### config.mk
export PLATFORM = sky130hd
export DESIGN_NAME = feedback_frame_receiver_unit
export DESIGN_NICKNAME = d
export VERILOG_FILES = /design/src/rtl/core/ffr_pkg.sv /design/src/rtl/core/ffr_front.sv /design/src/rtl/core/ffr_queue.sv /design/src/rtl/core/ffr_back.sv /design/src/rtl/core/feedback_frame_receiver_unit.sv
export SDC_FILE = /design/constraint.sdc
export NUM_CORES = 1
export LEC_CHECK = 0
export ABC_AREA = 1
export BUFFER_PORTS_ARGS = -buffer_cell sky130_fd_sc_hd__buf_2
export CAP_MARGIN = 20
export CORE_ASPECT_RATIO = 1.4
export CORE_UTILIZATION = 45
export DETAILED_ROUTE_END_ITERATION = 6
export PLACE_DENSITY_LB_ADDON = 0.3
export SYNTH_ARGS = -nofsm -noshare
export SYNTH_HDL_FRONTEND = slang
export SYNTH_SLANG_ARGS = --single-unit
### constraint.sdc
create_clock -name clk -period 9.5 [get_ports clk]
set_clock_uncertainty 0.2 [all_clocks]
set_input_delay 0.475 -clock clk [delete_from_list [all_inputs] [get_ports clk]]
set_output_delay 0.475 -clock clk [all_outputs]
set_load 0.01 [all_outputs]
### src/rtl/core/ffr_pkg.sv
`timescale 1ns / 1ps

package ffr_pkg;

  // Frame layout
  localparam int unsigned DATA_WORDS = 9;
  localparam int unsigned SLOT_W     = 4;
  localparam logic [SLOT_W-1:0] CHECK_SLOT = 4'd9;
  localparam int unsigned QUEUE_DEPTH = 2;

  // Configuration register indexes
  localparam logic [1:0] REG_SYNC_WORD = 2'd0;
  localparam logic [1:0] REG_WRAP_LOW  = 2'd1;
  localparam logic [1:0] REG_WRAP_HIGH = 2'd2;

  // Configuration reset values
  localparam logic [15:0] SYNC_WORD_RST = 16'd43981;
  localparam logic [15:0] WRAP_LOW_RST  = 16'd2700;
  localparam logic [15:0] WRAP_HIGH_RST = 16'd6300;

  // Payload word positions
  localparam int unsigned W_CMD_ONE  = 0;
  localparam int unsigned W_CMD_TWO  = 1;
  localparam int unsigned W_SPD_R    = 2;
  localparam int unsigned W_SPD_L    = 3;
  localparam int unsigned W_CNT_R    = 4;
  localparam int unsigned W_CNT_L    = 5;
  localparam int unsigned W_BATT     = 6;
  localparam int unsigned W_TEMP     = 7;
  localparam int unsigned W_LED      = 8;

  typedef enum logic [1:0] {
    PH_HUNT = 2'd0,
    PH_HIGH = 2'd1,
    PH_BODY = 2'd2
  } phase_t;

  typedef struct packed {
    logic [15:0] sync_word;
    logic [15:0] wrap_low;
    logic [15:0] wrap_high;
  } cfg_t;

  // One parsed frame handed from front to back
  typedef struct packed {
    logic [DATA_WORDS-1:0][15:0] words;
    logic                        ok;
  } frame_rec_t;

  // Wheel wrap-turn step: signed threshold crossing
  function automatic logic [15:0] turn_step(input logic [15:0] turns,
                                            input logic [15:0] prev,
                                            input logic [15:0] now,
                                            input logic [15:0] lo,
                                            input logic [15:0] hi);
    logic [15:0] res;
    res = turns;
    if (($signed(now) < $signed(lo)) && ($signed(prev) > $signed(hi))) begin
      res = turns + 16'd1;
    end else if (($signed(now) > $signed(hi)) && ($signed(prev) < $signed(lo))) begin
      res = turns - 16'd1;
    end
    return res;
  endfunction

endpackage

### src/rtl/core/ffr_front.sv
`timescale 1ns / 1ps

module ffr_front (
  input  logic                clk,
  input  logic                rst,
  input  logic                accept,
  input  logic [7:0]          rx_byte,
  input  logic [15:0]         sync_word,
  output logic                rec_push,
  output ffr_pkg::frame_rec_t rec
);
  import ffr_pkg::*;

  phase_t      phase, phase_next;
  logic [4:0]  byte_pos, byte_pos_next;
  logic [7:0]  pending, pending_next;
  logic [15:0] xor_acc, xor_acc_next;
  logic [DATA_WORDS-1:0][15:0] frame_words;
  logic        word_we;
  logic [SLOT_W-1:0] slot;
  logic [15:0] word;

  assign word = {rx_byte, pending};
  assign slot = byte_pos[4:1];

  // Hunt for sync, collect payload words, then push the frame on its checksum word
  always_comb begin
    phase_next    = phase;
    byte_pos_next = byte_pos;
    pending_next  = pending;
    xor_acc_next  = xor_acc;
    word_we       = 1'b0;
    rec_push      = 1'b0;
    if (accept) begin
      case (phase)
        PH_HIGH: begin
          if (rx_byte == sync_word[15:8]) begin
            xor_acc_next  = {rx_byte, pending};
            byte_pos_next = 5'd0;
            phase_next    = PH_BODY;
          end else begin
            phase_next = PH_HUNT;
          end
        end
        PH_BODY: begin
          if (!byte_pos[0]) begin
            pending_next  = rx_byte;
            byte_pos_next = byte_pos + 5'd1;
          end else if (slot != CHECK_SLOT) begin
            word_we       = 1'b1;
            xor_acc_next  = xor_acc ^ word;
            byte_pos_next = byte_pos + 5'd1;
          end else begin
            rec_push      = 1'b1;
            phase_next    = PH_HUNT;
            byte_pos_next = 5'd0;
          end
        end
        default: begin
          phase_next = PH_HUNT;
          if (rx_byte == sync_word[7:0]) begin
            pending_next = rx_byte;
            phase_next   = PH_HIGH;
          end
        end
      endcase
    end
  end

  always_ff @(posedge clk) begin
    if (rst) begin
      phase    <= PH_HUNT;
      byte_pos <= 5'd0;
      pending  <= 8'd0;
      xor_acc  <= 16'd0;
    end else begin
      phase    <= phase_next;
      byte_pos <= byte_pos_next;
      pending  <= pending_next;
      xor_acc  <= xor_acc_next;
    end
  end

  // Store payload words; no reset, each is written before use
  always_ff @(posedge clk) begin
    if (word_we) begin
      frame_words[slot] <= word;
    end
  end

  assign rec.words = frame_words;
  assign rec.ok    = (word == xor_acc);

endmodule

### src/rtl/core/ffr_queue.sv
`timescale 1ns / 1ps

module ffr_queue #(
  parameter int unsigned DEPTH = ffr_pkg::QUEUE_DEPTH
) (
  input  logic                clk,
  input  logic                rst,
  input  logic                push,
  input  ffr_pkg::frame_rec_t din,
  input  logic                pop,
  output ffr_pkg::frame_rec_t dout,
  output logic                full,
  output logic                nonempty
);
  import ffr_pkg::*;

  localparam int unsigned PW = (DEPTH > 1) ? $clog2(DEPTH) : 1;
  localparam int unsigned CW = $clog2(DEPTH + 1);

  frame_rec_t    slots [DEPTH];
  logic [PW-1:0] wr_ptr, rd_ptr;
  logic [CW-1:0] count;
  logic          do_push, do_pop;

  assign full     = (count == CW'(DEPTH));
  assign nonempty = (count != '0);
  assign do_push  = push && !full;
  assign do_pop   = pop && nonempty;
  assign dout     = slots[rd_ptr];

  // Advance pointers and occupancy
  always_ff @(posedge clk) begin
    if (rst) begin
      wr_ptr <= '0;
      rd_ptr <= '0;
      count  <= '0;
    end else begin
      if (do_push) begin
        wr_ptr <= (wr_ptr == PW'(DEPTH - 1)) ? '0 : wr_ptr + PW'(1);
      end
      if (do_pop) begin
        rd_ptr <= (rd_ptr == PW'(DEPTH - 1)) ? '0 : rd_ptr + PW'(1);
      end
      if (do_push && !do_pop) begin
        count <= count + CW'(1);
      end else if (do_pop && !do_push) begin
        count <= count - CW'(1);
      end
    end
  end

  always_ff @(posedge clk) begin
    if (do_push) begin
      slots[wr_ptr] <= din;
    end
  end

endmodule

### src/rtl/core/ffr_back.sv
`timescale 1ns / 1ps

module ffr_back (
  input  logic                clk,
  input  logic                rst,
  input  ffr_pkg::cfg_t       cfg,
  input  logic                rec_avail,
  input  ffr_pkg::frame_rec_t rec,
  output logic                rec_take,
  input  logic                pop,
  output logic                empty,
  output ffr_pkg::frame_rec_t res,
  output logic [15:0]         res_turns_right,
  output logic [15:0]         res_turns_left
);
  import ffr_pkg::*;

  logic        out_valid;
  logic [15:0] prev_right, prev_left;
  logic [15:0] turns_right, turns_left;
  logic [15:0] turns_right_next, turns_left_next;

  assign empty    = !out_valid;
  assign rec_take = rec_avail && (!out_valid || pop);

  // Turn counters move only on a good frame
  always_comb begin
    turns_right_next = turns_right;
    turns_left_next  = turns_left;
    if (rec.ok) begin
      turns_right_next = turn_step(turns_right, prev_right, rec.words[W_CNT_R],
                                   cfg.wrap_low, cfg.wrap_high);
      turns_left_next  = turn_step(turns_left, prev_left, rec.words[W_CNT_L],
                                   cfg.wrap_low, cfg.wrap_high);
    end
  end

  always_ff @(posedge clk) begin
    if (rst) begin
      out_valid   <= 1'b0;
      prev_right  <= 16'd0;
      prev_left   <= 16'd0;
      turns_right <= 16'd0;
      turns_left  <= 16'd0;
    end else begin
      if (rec_take) begin
        out_valid   <= 1'b1;
        turns_right <= turns_right_next;
        turns_left  <= turns_left_next;
        if (rec.ok) begin
          prev_right <= rec.words[W_CNT_R];
          prev_left  <= rec.words[W_CNT_L];
        end
      end else if (pop) begin
        out_valid <= 1'b0;
      end
    end
  end

  // Hold the result until its transfer
  always_ff @(posedge clk) begin
    if (rec_take) begin
      res             <= rec;
      res_turns_right <= turns_right_next;
      res_turns_left  <= turns_left_next;
    end
  end

endmodule

### src/rtl/core/feedback_frame_receiver_unit.sv
`timescale 1ns / 1ps
// Feedback frame receiver: one received byte per cycle while full is low.
// The checksum byte transfer loads the frame into the queue; the result register
// loads it from the queue once no result is held or the held one is popped.
// Throughput: one byte per cycle until the QDEPTH-frame queue fills and raises full.
// Reset (rst, synchronous): parser hunts, queue and result empty, counters zero.
module feedback_frame_receiver_unit #(
  parameter int unsigned QDEPTH = ffr_pkg::QUEUE_DEPTH
) (
  input  logic               clk,
  input  logic               rst,
  input  logic               push,
  output logic               full,
  input  logic [7:0]         rx_byte,
  input  logic               cfg_we,
  input  logic [1:0]         cfg_index,
  input  logic [15:0]        cfg_data,
  output logic               empty,
  input  logic               pop,
  output logic signed [15:0] command_one,
  output logic signed [15:0] command_two,
  output logic signed [15:0] speed_right,
  output logic signed [15:0] speed_left,
  output logic signed [15:0] count_right,
  output logic signed [15:0] count_left,
  output logic [15:0]        battery_word,
  output logic signed [15:0] temperature_word,
  output logic [15:0]        led_word,
  output logic               checksum_ok,
  output logic signed [15:0] turns_right,
  output logic signed [15:0] turns_left
);
  import ffr_pkg::*;

  cfg_t       cfg;
  frame_rec_t front_rec, queue_rec, res;
  logic       front_push, queue_nonempty, back_take;
  logic [15:0] res_tr, res_tl;

  // Configuration registers
  always_ff @(posedge clk) begin
    if (rst) begin
      cfg.sync_word <= SYNC_WORD_RST;
      cfg.wrap_low  <= WRAP_LOW_RST;
      cfg.wrap_high <= WRAP_HIGH_RST;
    end else if (cfg_we) begin
      case (cfg_index)
        REG_SYNC_WORD: cfg.sync_word <= cfg_data;
        REG_WRAP_LOW:  cfg.wrap_low  <= cfg_data;
        REG_WRAP_HIGH: cfg.wrap_high <= cfg_data;
        default: ;
      endcase
    end
  end

  ffr_front u_front (
    .clk       (clk),
    .rst       (rst),
    .accept    (push && !full),
    .rx_byte   (rx_byte),
    .sync_word (cfg.sync_word),
    .rec_push  (front_push),
    .rec       (front_rec)
  );

  ffr_queue #(.DEPTH(QDEPTH)) u_queue (
    .clk      (clk),
    .rst      (rst),
    .push     (front_push),
    .din      (front_rec),
    .pop      (back_take),
    .dout     (queue_rec),
    .full     (full),
    .nonempty (queue_nonempty)
  );

  ffr_back u_back (
    .clk             (clk),
    .rst             (rst),
    .cfg             (cfg),
    .rec_avail       (queue_nonempty),
    .rec             (queue_rec),
    .rec_take        (back_take),
    .pop             (pop),
    .empty           (empty),
    .res             (res),
    .res_turns_right (res_tr),
    .res_turns_left  (res_tl)
  );

  // Drive result ports
  assign command_one      = $signed(res.words[W_CMD_ONE]);
  assign command_two      = $signed(res.words[W_CMD_TWO]);
  assign speed_right      = $signed(res.words[W_SPD_R]);
  assign speed_left       = $signed(res.words[W_SPD_L]);
  assign count_right      = $signed(res.words[W_CNT_R]);
  assign count_left       = $signed(res.words[W_CNT_L]);
  assign battery_word     = res.words[W_BATT];
  assign temperature_word = $signed(res.words[W_TEMP]);
  assign led_word         = res.words[W_LED];
  assign checksum_ok      = res.ok;
  assign turns_right      = $signed(res_tr);
  assign turns_left       = $signed(res_tl);

endmodule
==> metrics.md, run 1 <==
| Metric | Value |
|---|---|
| Vias per cell | about 5.2 |
| RSZ-0062 raised after global routing | false |
| Design Power | approximately 0.011 W |
| Synthesized Nets | ~3000 |
| Vias in the first global route | ~20000 |
| Die area | between 70000 and 80000 sq um |
| I/O pin cnt | 210 |
| Number of library cell types mapped by synthesis | 41 |
| TNS Setup | 0 ps |
| Hold slack | between 30 and 40 ps |
| Rows | between 100 and 150 |
| Residual DRC | 0 |
| Critical Path AT | 5230 ps |
| WL/cell | ~19 um |
| Clock Latency Late Sink | around 620 ps |
| Number of I/O port buffers | ~210 |
| Die width | 225 um |
| Final GP Congestion | between 0.8 and 0.9 |
| DP Wirelength | a little under 50 mm |
| CP Depth | 16 |
| Worst Hold Class | in2reg |
| MaxCap Viol Count | 0 |
| TritonRoute pass-1 iters | 7 |
| GR Overflow Total | 0 |
| Worst slew margin | 0.204 |
| Clock Tree Buf Depth | 3 |
| DR iter-0 viols | between 1000 and 1500 |
| Placed cell count | around 3800 |
| Post-Syn Instances | around 2800 |
| Tmin final | about 5100 ps |
| CTS tree | yes |
| Synth Register Bits | between 700 and 800 |
| Worst Hold Depth | 3 |
| Post-Syn Area | roughly 31000 sq um |
| Clock Sinks | 760 |
| Core Box Area | slightly below 70000 sq um |
| CP Capture Type | flop |
| Largest net degree at the start of global routing | between 150 and 200 |
| Most frequent CP cell | nand2_1 |
| Tcrit/Tclk final | 0.536 |
| Status | completed |
| Top achievable clock speed | around 200 MHz |
| Yosys Warn Count | 0 |
| Detail Route Antenna Nets | 0 |
| Number of post-CTS setup repair buffers | 0 |
| CP startpoint kind | flop |
| CP max FO | 78 |
| Crit-path cells | inv_4 > buf_4 > nand2_1 > nand2_1 > ha_1 > nand2_1 > nor4_2 > nand2_1 > nand3_1 > nand3_2 > nor2_4 > inv_1 > nand2_1 > nand2_1 > nand2_1 > a31oi_1 |
| Slowest cell on the critical path | dfxtp_4 |
| Kind of cell adding the most delay to the critical path | simple AND/OR/NAND/NOR gates |
| Leakage | 14.4 nW |
| First-pass GRT wire length | roughly 120 mm |
| GRT Util Overall | 0.215 |
| Worst Path Buf+Inv | 3 |
| Max rail drop VDD | around 0.36 mV |
| Clk root buf | clkbuf_16 |
| Seq/Total Area, Yosys | 0.681 |
| Layout cells sized above 1 | 0.125 |
| Power per standard cell area | a little over 300 nW/um^2 |
| Clock Pin Slew Worst Setup and Hold Paths | roughly 60 ps |
| Final Hold Fails | 0 |
| Die Ht | about 310 um |
| Fin cells | between 3000 and 4000 |
| Setup Crit Path Kind | reg2reg |
| Worst-Margin Slew | between 1000 and 1500 ps |
| Initial antenna violation count | 3 |
| Worst path required time | just under 10000 ps |
| Total wire length | between 70 and 80 mm |
| Worst r2r path cells | 16 |
| Commonest non-fill, non-tap cell in the layout | nand2_1 |
| Max stage delay on crit path | just under 900 ps |
| Vias | between 20000 and 25000 |
| Pins over their slew limit | 0 |
| H-tree depth | 3 |
| Fin nets | ~3100 |
| Total CTS buffers | 74 |
| Mean Syn Cell Area | 11.3 sq um |
| Area delta synth->final | 14.8% |
| Commonest cells after routing, fill and taps aside | nand2_1 (842), edfxtp_1 (611), buf_2 (209) |
| Final setup violation count | 0 |
| Initial core utilization | 0.454 |
flip-flops by register name, summed over array words and instances, names as in the netlist, named ones only:
register	flops
u_front.phase	2
u_front.xor_acc	16
u_back.res_turns_left	16
u_back.prev_left	16
u_back.out_valid	1
u_front.rec	144
u_queue.wr_ptr	1
u_back.prev_right	16
u_back.res_turns_right	16
u_front.byte_pos	5
u_queue.count	2
u_queue.rd_ptr	1
u_front.pending	8
u_back.turns_left	16
u_queue.slots	290
cfg	48
u_back.res	145
u_back.turns_right	16
area by class of cell:
| class | instances | area, sq um |
|---|---|---|
| clock buffers | 91 | 1990 |
| fillers | 5900 | 33000 |
| well taps | 928 | 1160 |
| multi-input cells | 1706 | 8880 |
| repair buffers | 251 | 1420 |
| inverters | 193 | 727 |
| clock inverters | 45 | 414 |
| flip-flops and latches | 760 | 21300 |
| diodes | 1 | 2.50 |
tightest hold or removal path, stage by stage:
cell and delay (ps):
buf_2 190, nand2_1 80, o211ai_1 70
stage by stage:
| step | util | setup slack (ps) | instance area, sq um |
|---|---|---|---|
| 2_1_floorplan | - | 1500 | 31300 |
| 3_3_place_gp | 0.485 | 4690 | 33400 |
| 3_5_place_dp | 0.485 | 4470 | 33400 |
| 4_1_cts | 0.522 | 4470 | 35900 |
| 5_1_grt | 0.522 | 4030 | 35900 |
| 6_report | 0.522 | 4400 | 35900 |
synthesized netlist by cell type (all sizes together):
cell type | count | area (sq um)
xor2 | 67 | 587
a211oi | 4 | 30.0
a31oi | 25 | 156
o211ai | 16 | 120
o21bai | 3 | 22.5
o22ai | 3 | 18.8
or2 | 2 | 12.5
or3 | 6 | 37.5
o21ai | 96 | 480
clkinv | 5 | 18.8
a22o | 1 | 8.76
clkbuf | 75 | 282
ha | 132 | 1650
nand3 | 84 | 435
xnor2 | 2 | 17.5
o2111ai | 10 | 87.6
buf | 26 | 153
nor3 | 26 | 160
a21oi | 171 | 856
nand4 | 22 | 138
nand2 | 845 | 3180
nor2 | 173 | 674
a21o | 3 | 22.5
edfxtp | 611 | 18300
o211a | 2 | 20.0
o21a | 4 | 30.0
inv | 188 | 706
nand3b | 2 | 15.0
nor4 | 7 | 56.3
dfxtp | 149 | 2980
metal layers:
metal / GRT usage / part of all wire / wire length, um
met4: 0.0925 / 0.036 / 2720
met3: 0.0329 / 0.054 / 4060
met2: 0.379 / 0.51 / 38500
met1: 0.260 / 0.40 / 30300
met5: 0 / 0.00029 / 22
cell families after synthesis:
family | share of synthesized area
AOI/OAI and AO/OA | 0.0592
and+or+nand+nor | 0.150
xor gates and xnor gates | 0.0193
DFF | 0.681
buffers and inverters | 0.0370
adders and majority gates | 0.0528
final timing paths:
path / startpoint / end / slack [ps]
hold / removal: cfg_data[4] / cfg[4] / 40
hold reg to reg: u_front.rec[45] / u_queue.slots[0][45] / 240
setup / recovery: flop / u_back.res_turns_right[3] / 4400
setup reg to reg: flop / u_back.res_turns_right[3] / 4400
where the power goes:
part           internal [W]  switching [W]
clock               0.00166        0.00125
combinational       0.00105        0.00234
sequential          0.00434       0.000333
total               0.00706        0.00392
what timing repair did:
item | 4_1_cts | 5_1_grt
hold buffers | 14 | 0
hold endpoints to repair | 30 | 0
resized for setup | 0 | 0
(Power assumes the default switching activity.)
==> run 2, diff against run 1 <==
- clock period: 9.5 -> 4.6 ns (I/O delays scaled with it)
==> run 2 against run 1 <==
Sequential share of layout area down 0.65 points. Wire length up 3.1%. Sequential cell count unchanged. Register-to-register slack worse by 3800 ps. Sequential power up 110%. Hold slack better by 140 ps. Largest cell class unchanged. Critical path type unchanged. Die area unchanged.
==> metrics.md, run 2 (synthesis results as in run 1) <==
| Metric | Value |
|---|---|
| GRT Util Overall | 0.220 |
| Grt peak-use layer | met2 |
| Number of I/O port buffers | 209 |
| Total CTS buffers | 74 |
| Power per standard cell area | 627 nW/um^2 |
| Worst Path Buf+Inv | 2 |
| Die area | around 71000 sq um |
| Reg2reg setup slack | 570 ps |
| Most frequent CP cell | nand2_1 |
| Commonest non-fill, non-tap cell in the layout | nand2_1 |
| Reg2reg end | u_back.res_turns_left[0] |
| Total wire length | slightly below 80 mm |
| Final setup violation count | 0 |
| Top achievable clock speed | 248 MHz |
| Clock Latency Late Sink | approximately 620 ps |
| Slowest cell on the critical path | dfxtp_4 |
| Top reg by flops | u_queue.slots |
| Largest net degree at the start of global routing | ~130 |
| Worst Hold Class | in2reg |
| Core Box Area | between 60000 and 70000 sq um |
| Clock Pin Slew Worst Setup and Hold Paths | around 60 ps |
| Rows | about 110 |
| WL/cell | between 15 and 20 um |
| CP startpoint kind | flop |
| Worst setup endpoint | u_back.res_turns_left[0] |
| CP Capture Type | flop |
| Crit-path cells | inv_4 > nand2_1 > nand2_1 > ha_1 > nand2_1 > nor4_2 > nand2_1 > nand3_1 > nand3_2 > nor2_4 > inv_1 > nand2_1 > nand2_1 > nand2_1 > nand2_1 |
| Die width | 225 um |
| Status | completed |
| Vias | between 20000 and 25000 |
| Leakage | ~15 nW |
| Clock Tree Buf Depth | 3 |
| DP Wirelength | a little over 50 mm |
| Worst r2r path cells | 15 |
| Final Hold Fails | 0 |
| Pins over their slew limit | 0 |
| Die Ht | roughly 310 um |
| Vias in the first global route | 20500 |
| Commonest cells after routing, fill and taps aside | nand2_1 (842), edfxtp_1 (611), buf_2 (209) |
| Fin nets | 3183 |
| Critical Path AT | approximately 4200 ps |
| DR iter-0 viols | 1333 |
| Initial antenna violation count | 1 |
| Max rail drop VDD | about 0.70 mV |
| Worst path required time | approximately 4800 ps |
| H-tree depth | 3 |
| TritonRoute pass-1 iters | 6 |
| Worst-Margin Slew | roughly 1100 ps |
| Worst slew margin | 0.254 |
| Ant diodes | 0 |
| Area delta synth->final | 16.1% |
| Clk root buf | clkbuf_16 |
| Number of post-CTS setup repair buffers | 0 |
| Clock Sinks | 760 |
| Initial core utilization | 0.454 |
| Layout cells sized above 1 | 0.129 |
| Setup Crit Path Kind | reg2reg |
| MaxCap Viol Count | 0 |
| I/O pin cnt | 210 |
| CP Depth | 15 |
| RSZ-0062 raised after global routing | false |
| GR Overflow Total | 0 |
| Hold slack | 176 ps |
| Placed cell count | between 3000 and 4000 |
| Tcrit/Tclk final | 0.877 |
| CTS tree | yes |
| First-pass GRT wire length | 118 mm |
| Residual DRC | 0 |
| CP max FO | 34 |
| Final GP Congestion | about 0.9 |
| Detail Route Antenna Nets | 0 |
| Kind of cell adding the most delay to the critical path | simple AND/OR/NAND/NOR gates |
| M2 GR Usage | 0.379 |
| Fin cells | roughly 4000 |
| Vias per cell | around 5.2 |
| Met3 Usage GRT | 0.0346 |
| Tmin final | slightly above 4000 ps |
| Global routing usage on met1 | 0.271 |
| Max stage delay on crit path | approximately 560 ps |
| Max FFs per register | 290 |
-- run 2: power by group --
part	switching [W]	internal (W)	leakage [nW]	total, W
combinational	0.00488	0.00221	6.56	0.00709
clock	0.00259	0.00350	1.19	0.00608
sequential	0.000653	0.00896	6.83	0.00962
total	0.00811	0.0147	14.6	0.0228
-- run 2: worst reg2reg max path, delay by kind of cell (launching register included) --
| kind | cells | cell delay [ps] |
|---|---|---|
| AND/OR/NAND/NOR | 12 | 2110 |
| adder cells (fa/ha/maj) | 1 | 480 |
| buffers and inverters | 2 | 450 |
| flip-flops | 1 | 560 |
-- run 2: worst min-delay path by stage --
stage                            end  slack (ps)  cells past startpoint        startpoint
3_3_place_gp    u_queue.slots[1][28]         220                      0   u_front.rec[28]
5_1_grt             u_front.phase[0]         180                      4              push
4_1_cts             u_front.phase[0]         120                      4              push
2_1_floorplan       u_front.rec[105]         130                      0        rx_byte[0]
3_5_place_dp   u_queue.slots[0][123]         230                      0  u_front.rec[123]
6_report            u_front.phase[0]         180                      4              push
-- run 2: repair_timing --
item                      4_1_cts  5_1_grt
hold buffers                   36        0
gates resized for setup         0        0
hold endpoints to repair      117        0
-- run 2: cell type report --
type / instances / area [sq um]
Clock buffer: 91 / 1990
Inverter: 193 / 727
Timing Repair Buffer: 285 / 1790
Sequential cell: 760 / 21300
Multi-Input combinational cell: 1706 / 8890
Fill cell: 5852 / 32600
Tap cell: 928 / 1160
Clock inverter: 44 / 438
-- run 2: metal layers --
layer	share of wire	vias up	routed length [um]
met4	0.040	2	3100
li1	-	9963	-
met5	0.00013	-	10
met3	0.059	164	4570
met2	0.50	680	38800
met1	0.40	9975	31400
-- run 2: stage by stage --
step / power [W] / worst slack, ps / util / setup TNS (ps) / cell area [sq um]
3_5_place_dp: 0.0169 / 604 / 0.487 / 0 / 33500
2_1_floorplan: 0.0143 / -930 / - / -267790 / 31300
5_1_grt: 0.0241 / 199 / 0.527 / 0 / 36300
3_3_place_gp: 0.0167 / 628 / 0.487 / 0 / 33500
4_1_cts: 0.0230 / 587 / 0.527 / 0 / 36300
6_report: 0.0228 / 568 / 0.527 / 0 / 36300
==> run 3, diff against run 2 <==
- CTS_BUF_LIST: unset -> sky130_fd_sc_hd__clkbuf_4
- SLEW_MARGIN: unset -> 20
==> run 3 against run 2 <==
The run now ends with DRC left. Register-to-register slack got worse by 30 ps. Clock power down 12%. Die area is the same. Count of clock-buffer cells in the layout grew 171. Critical path depth is the same. First-iteration DRC count up 13%. Critical path type unchanged.
==> metrics.md, run 3 (synthesis results as in run 1) <==
| Metric | Value |
|---|---|
| MaxCap Viol Count | 0 |
| DP Area | between 30000 and 40000 sq um |
| Clock Latency Late Sink | around 980 ps |
| Area delta synth->final | 16.6% |
| Pins over their slew limit | 0 |
| Most frequent CP cell | nand2_1 |
| Tmin final | 4060 ps |
| Commonest non-fill, non-tap cell in the layout | nand2_1 |
| Total wire length | 79.3 mm |
| Rows | roughly 110 |
| Final Hold Fails | 0 |
| Die area | slightly above 70000 sq um |
| H-tree depth | 4 |
| Clk root buf | clkbuf_4 |
| Tcrit/Tclk final | 0.884 |
| Final instance area | 36500 sq um |
| Power per standard cell area | 606 nW/um^2 |
| Final setup violation count | 0 |
| Number of post-CTS setup repair buffers | 0 |
| CTS tree | yes |
| Worst path required time | 5080 ps |
| Initial antenna violation count | 3 |
| Leakage | between 10 and 15 nW |
| GR Overflow Total | 0 |
| Vias | around 22000 |
| Clock Tree Buf Depth | 3 |
| Top achievable clock speed | 246 MHz |
| Die width | 225 um |
| CP Capture Type | flop |
| Die Ht | between 300 and 400 um |
| Max rail drop VDD | between 0.7 and 0.8 mV |
| Failing checks | DRC |
| Max stage delay on crit path | between 500 and 600 ps |
| CP max FO | 34 |
| Number of I/O port buffers | approximately 210 |
| Initial core utilization | 0.454 |
| DR iter-0 viols | roughly 1500 |
| Total CTS buffers | between 150 and 200 |
| Final GP Congestion | between 0.9 and 1 |
| CP startpoint kind | flop |
| Max FFs per register | between 200 and 300 |
| Fin nets | approximately 3300 |
| Setup Crit Path Kind | reg2reg |
| Core Box Area | a little under 70000 sq um |
| First-pass GRT wire length | between 100 and 150 mm |
| Worst Hold Depth | 2 |
| Vias per cell | between 5 and 6 |
| TritonRoute pass-1 iters | 7 |
| Detail Route Antenna Nets | 0 |
| Kind of cell adding the most delay to the critical path | simple AND/OR/NAND/NOR gates |
| Worst Hold Class | in2reg |
| Top reg by flops | u_queue.slots |
| Crit-path cells | inv_4 > nand2_1 > nand2_1 > ha_1 > nand2_1 > nor4_2 > nand2_1 > nand3_1 > nand3_2 > nor2_4 > inv_1 > nand2_1 > nand2_1 > nand2_1 > a31oi_1 |
| I/O pin cnt | 210 |
| Vias in the first global route | between 20000 and 25000 |
| Util after Layout | 0.530 |
| Worst Path Buf+Inv | 2 |
| Slowest cell on the critical path | dfxtp_4 |
| Design Power | about 0.022 W |
| Clock Pin Slew Worst Setup and Hold Paths | roughly 60 ps |
| RSZ-0062 raised after global routing | false |
| Residual DRC | 1 |
| Clock Sinks | between 700 and 800 |
| Worst r2r path cells | 15 |
| WL/cell | roughly 19 um |
| Reg2reg setup slack | 540 ps |
| CP Depth | 15 |
| Critical Path AT | approximately 4500 ps |
| DP Wirelength | approximately 51 mm |
| Largest net degree at the start of global routing | about 130 |
| Worst slew margin | 0.261 |
| Layout cells sized above 1 | 0.171 |
| Worst-Margin Slew | 1110 ps |
| Status | complete, but fails checks |
| GRT Util Overall | 0.227 |
| Commonest cells after routing, fill and taps aside | nand2_1 (842), edfxtp_1 (611), clkbuf_4 (262) |
==> run 3: changes by cell type in the layout (fill, tap and decap cells not counted), sizes merged <==
cell	delta
bufinv	-4
clkbuf	+171
clkinv	+14
clkinvlp	+1
diode	+4
dlygate4sd3	+29
inv	-3
==> run 3: what timing repair did <==
action                                  CTS  global route
hold buffers                             65             0
gates resized for setup                   0             0
endpoints found under the setup margin    0             0
endpoints found under the hold margin   249             0
==> run 3: final timing paths <==
path	from	to
worst max-delay path	flop	u_back.res_turns_left[4]
worst min register to register	u_front.rec[2]	u_queue.slots[1][2]
worst min-delay path	rx_byte[3]	u_front.rec[140]
worst max register to register	flop	u_back.res_turns_left[4]
==> run 3: final cells by class <==
class                      instances  area (sq um)
clock inverter                    52           313
antenna                            4          10.0
clock buffer                     262          1970
tap                              928          1160
sequential                       760         21300
timing repair buffer             314          2080
inverter                         193           727
fill                            5956         32400
multi-input combinational       1706          8890
==> run 3: power by group <==
part,switching (W),internal (W),total (W)
logic,0.00489,0.00223,0.00712
clock network,0.00260,0.00278,0.00538
registers,0.000651,0.00896,0.00961
total,0.00814,0.0140,0.0221
==> run 3: per-stage QoR <==
step	TNS, ps	setup WS, ps	cells	hold slack (ps)
5_1_grt	0	232	4219	15.4
3_5_place_dp	0	604	3836	229
3_3_place_gp	0	628	3836	222
6_report	0	536	4219	143
2_1_floorplan	-267790	-930	2760	129
4_1_cts	0	621	4215	7.34
==> run 3: layer usage <==
metal  vias to the layer above  global-route usage  part of all wire
li1                      10400                   -                 -
met1                     10300               0.265              0.40
met2                       724               0.392              0.51
met3                       167              0.0574             0.062
met4                         2              0.0991             0.033
met5                         -                   0           0.00013
==> run 3: worst reg2reg max path, cell delays in order, from the launching register on <==
cell	delay, ps
dfxtp_4	570
inv_4	260
nand2_1	120
nand2_1	240
ha_1	500
nand2_1	150
nor4_2	380
nand2_1	130
nand3_1	100
nand3_2	160
nor2_4	500
inv_1	200
nand2_1	90
nand2_1	50
nand2_1	70
a31oi_1	80
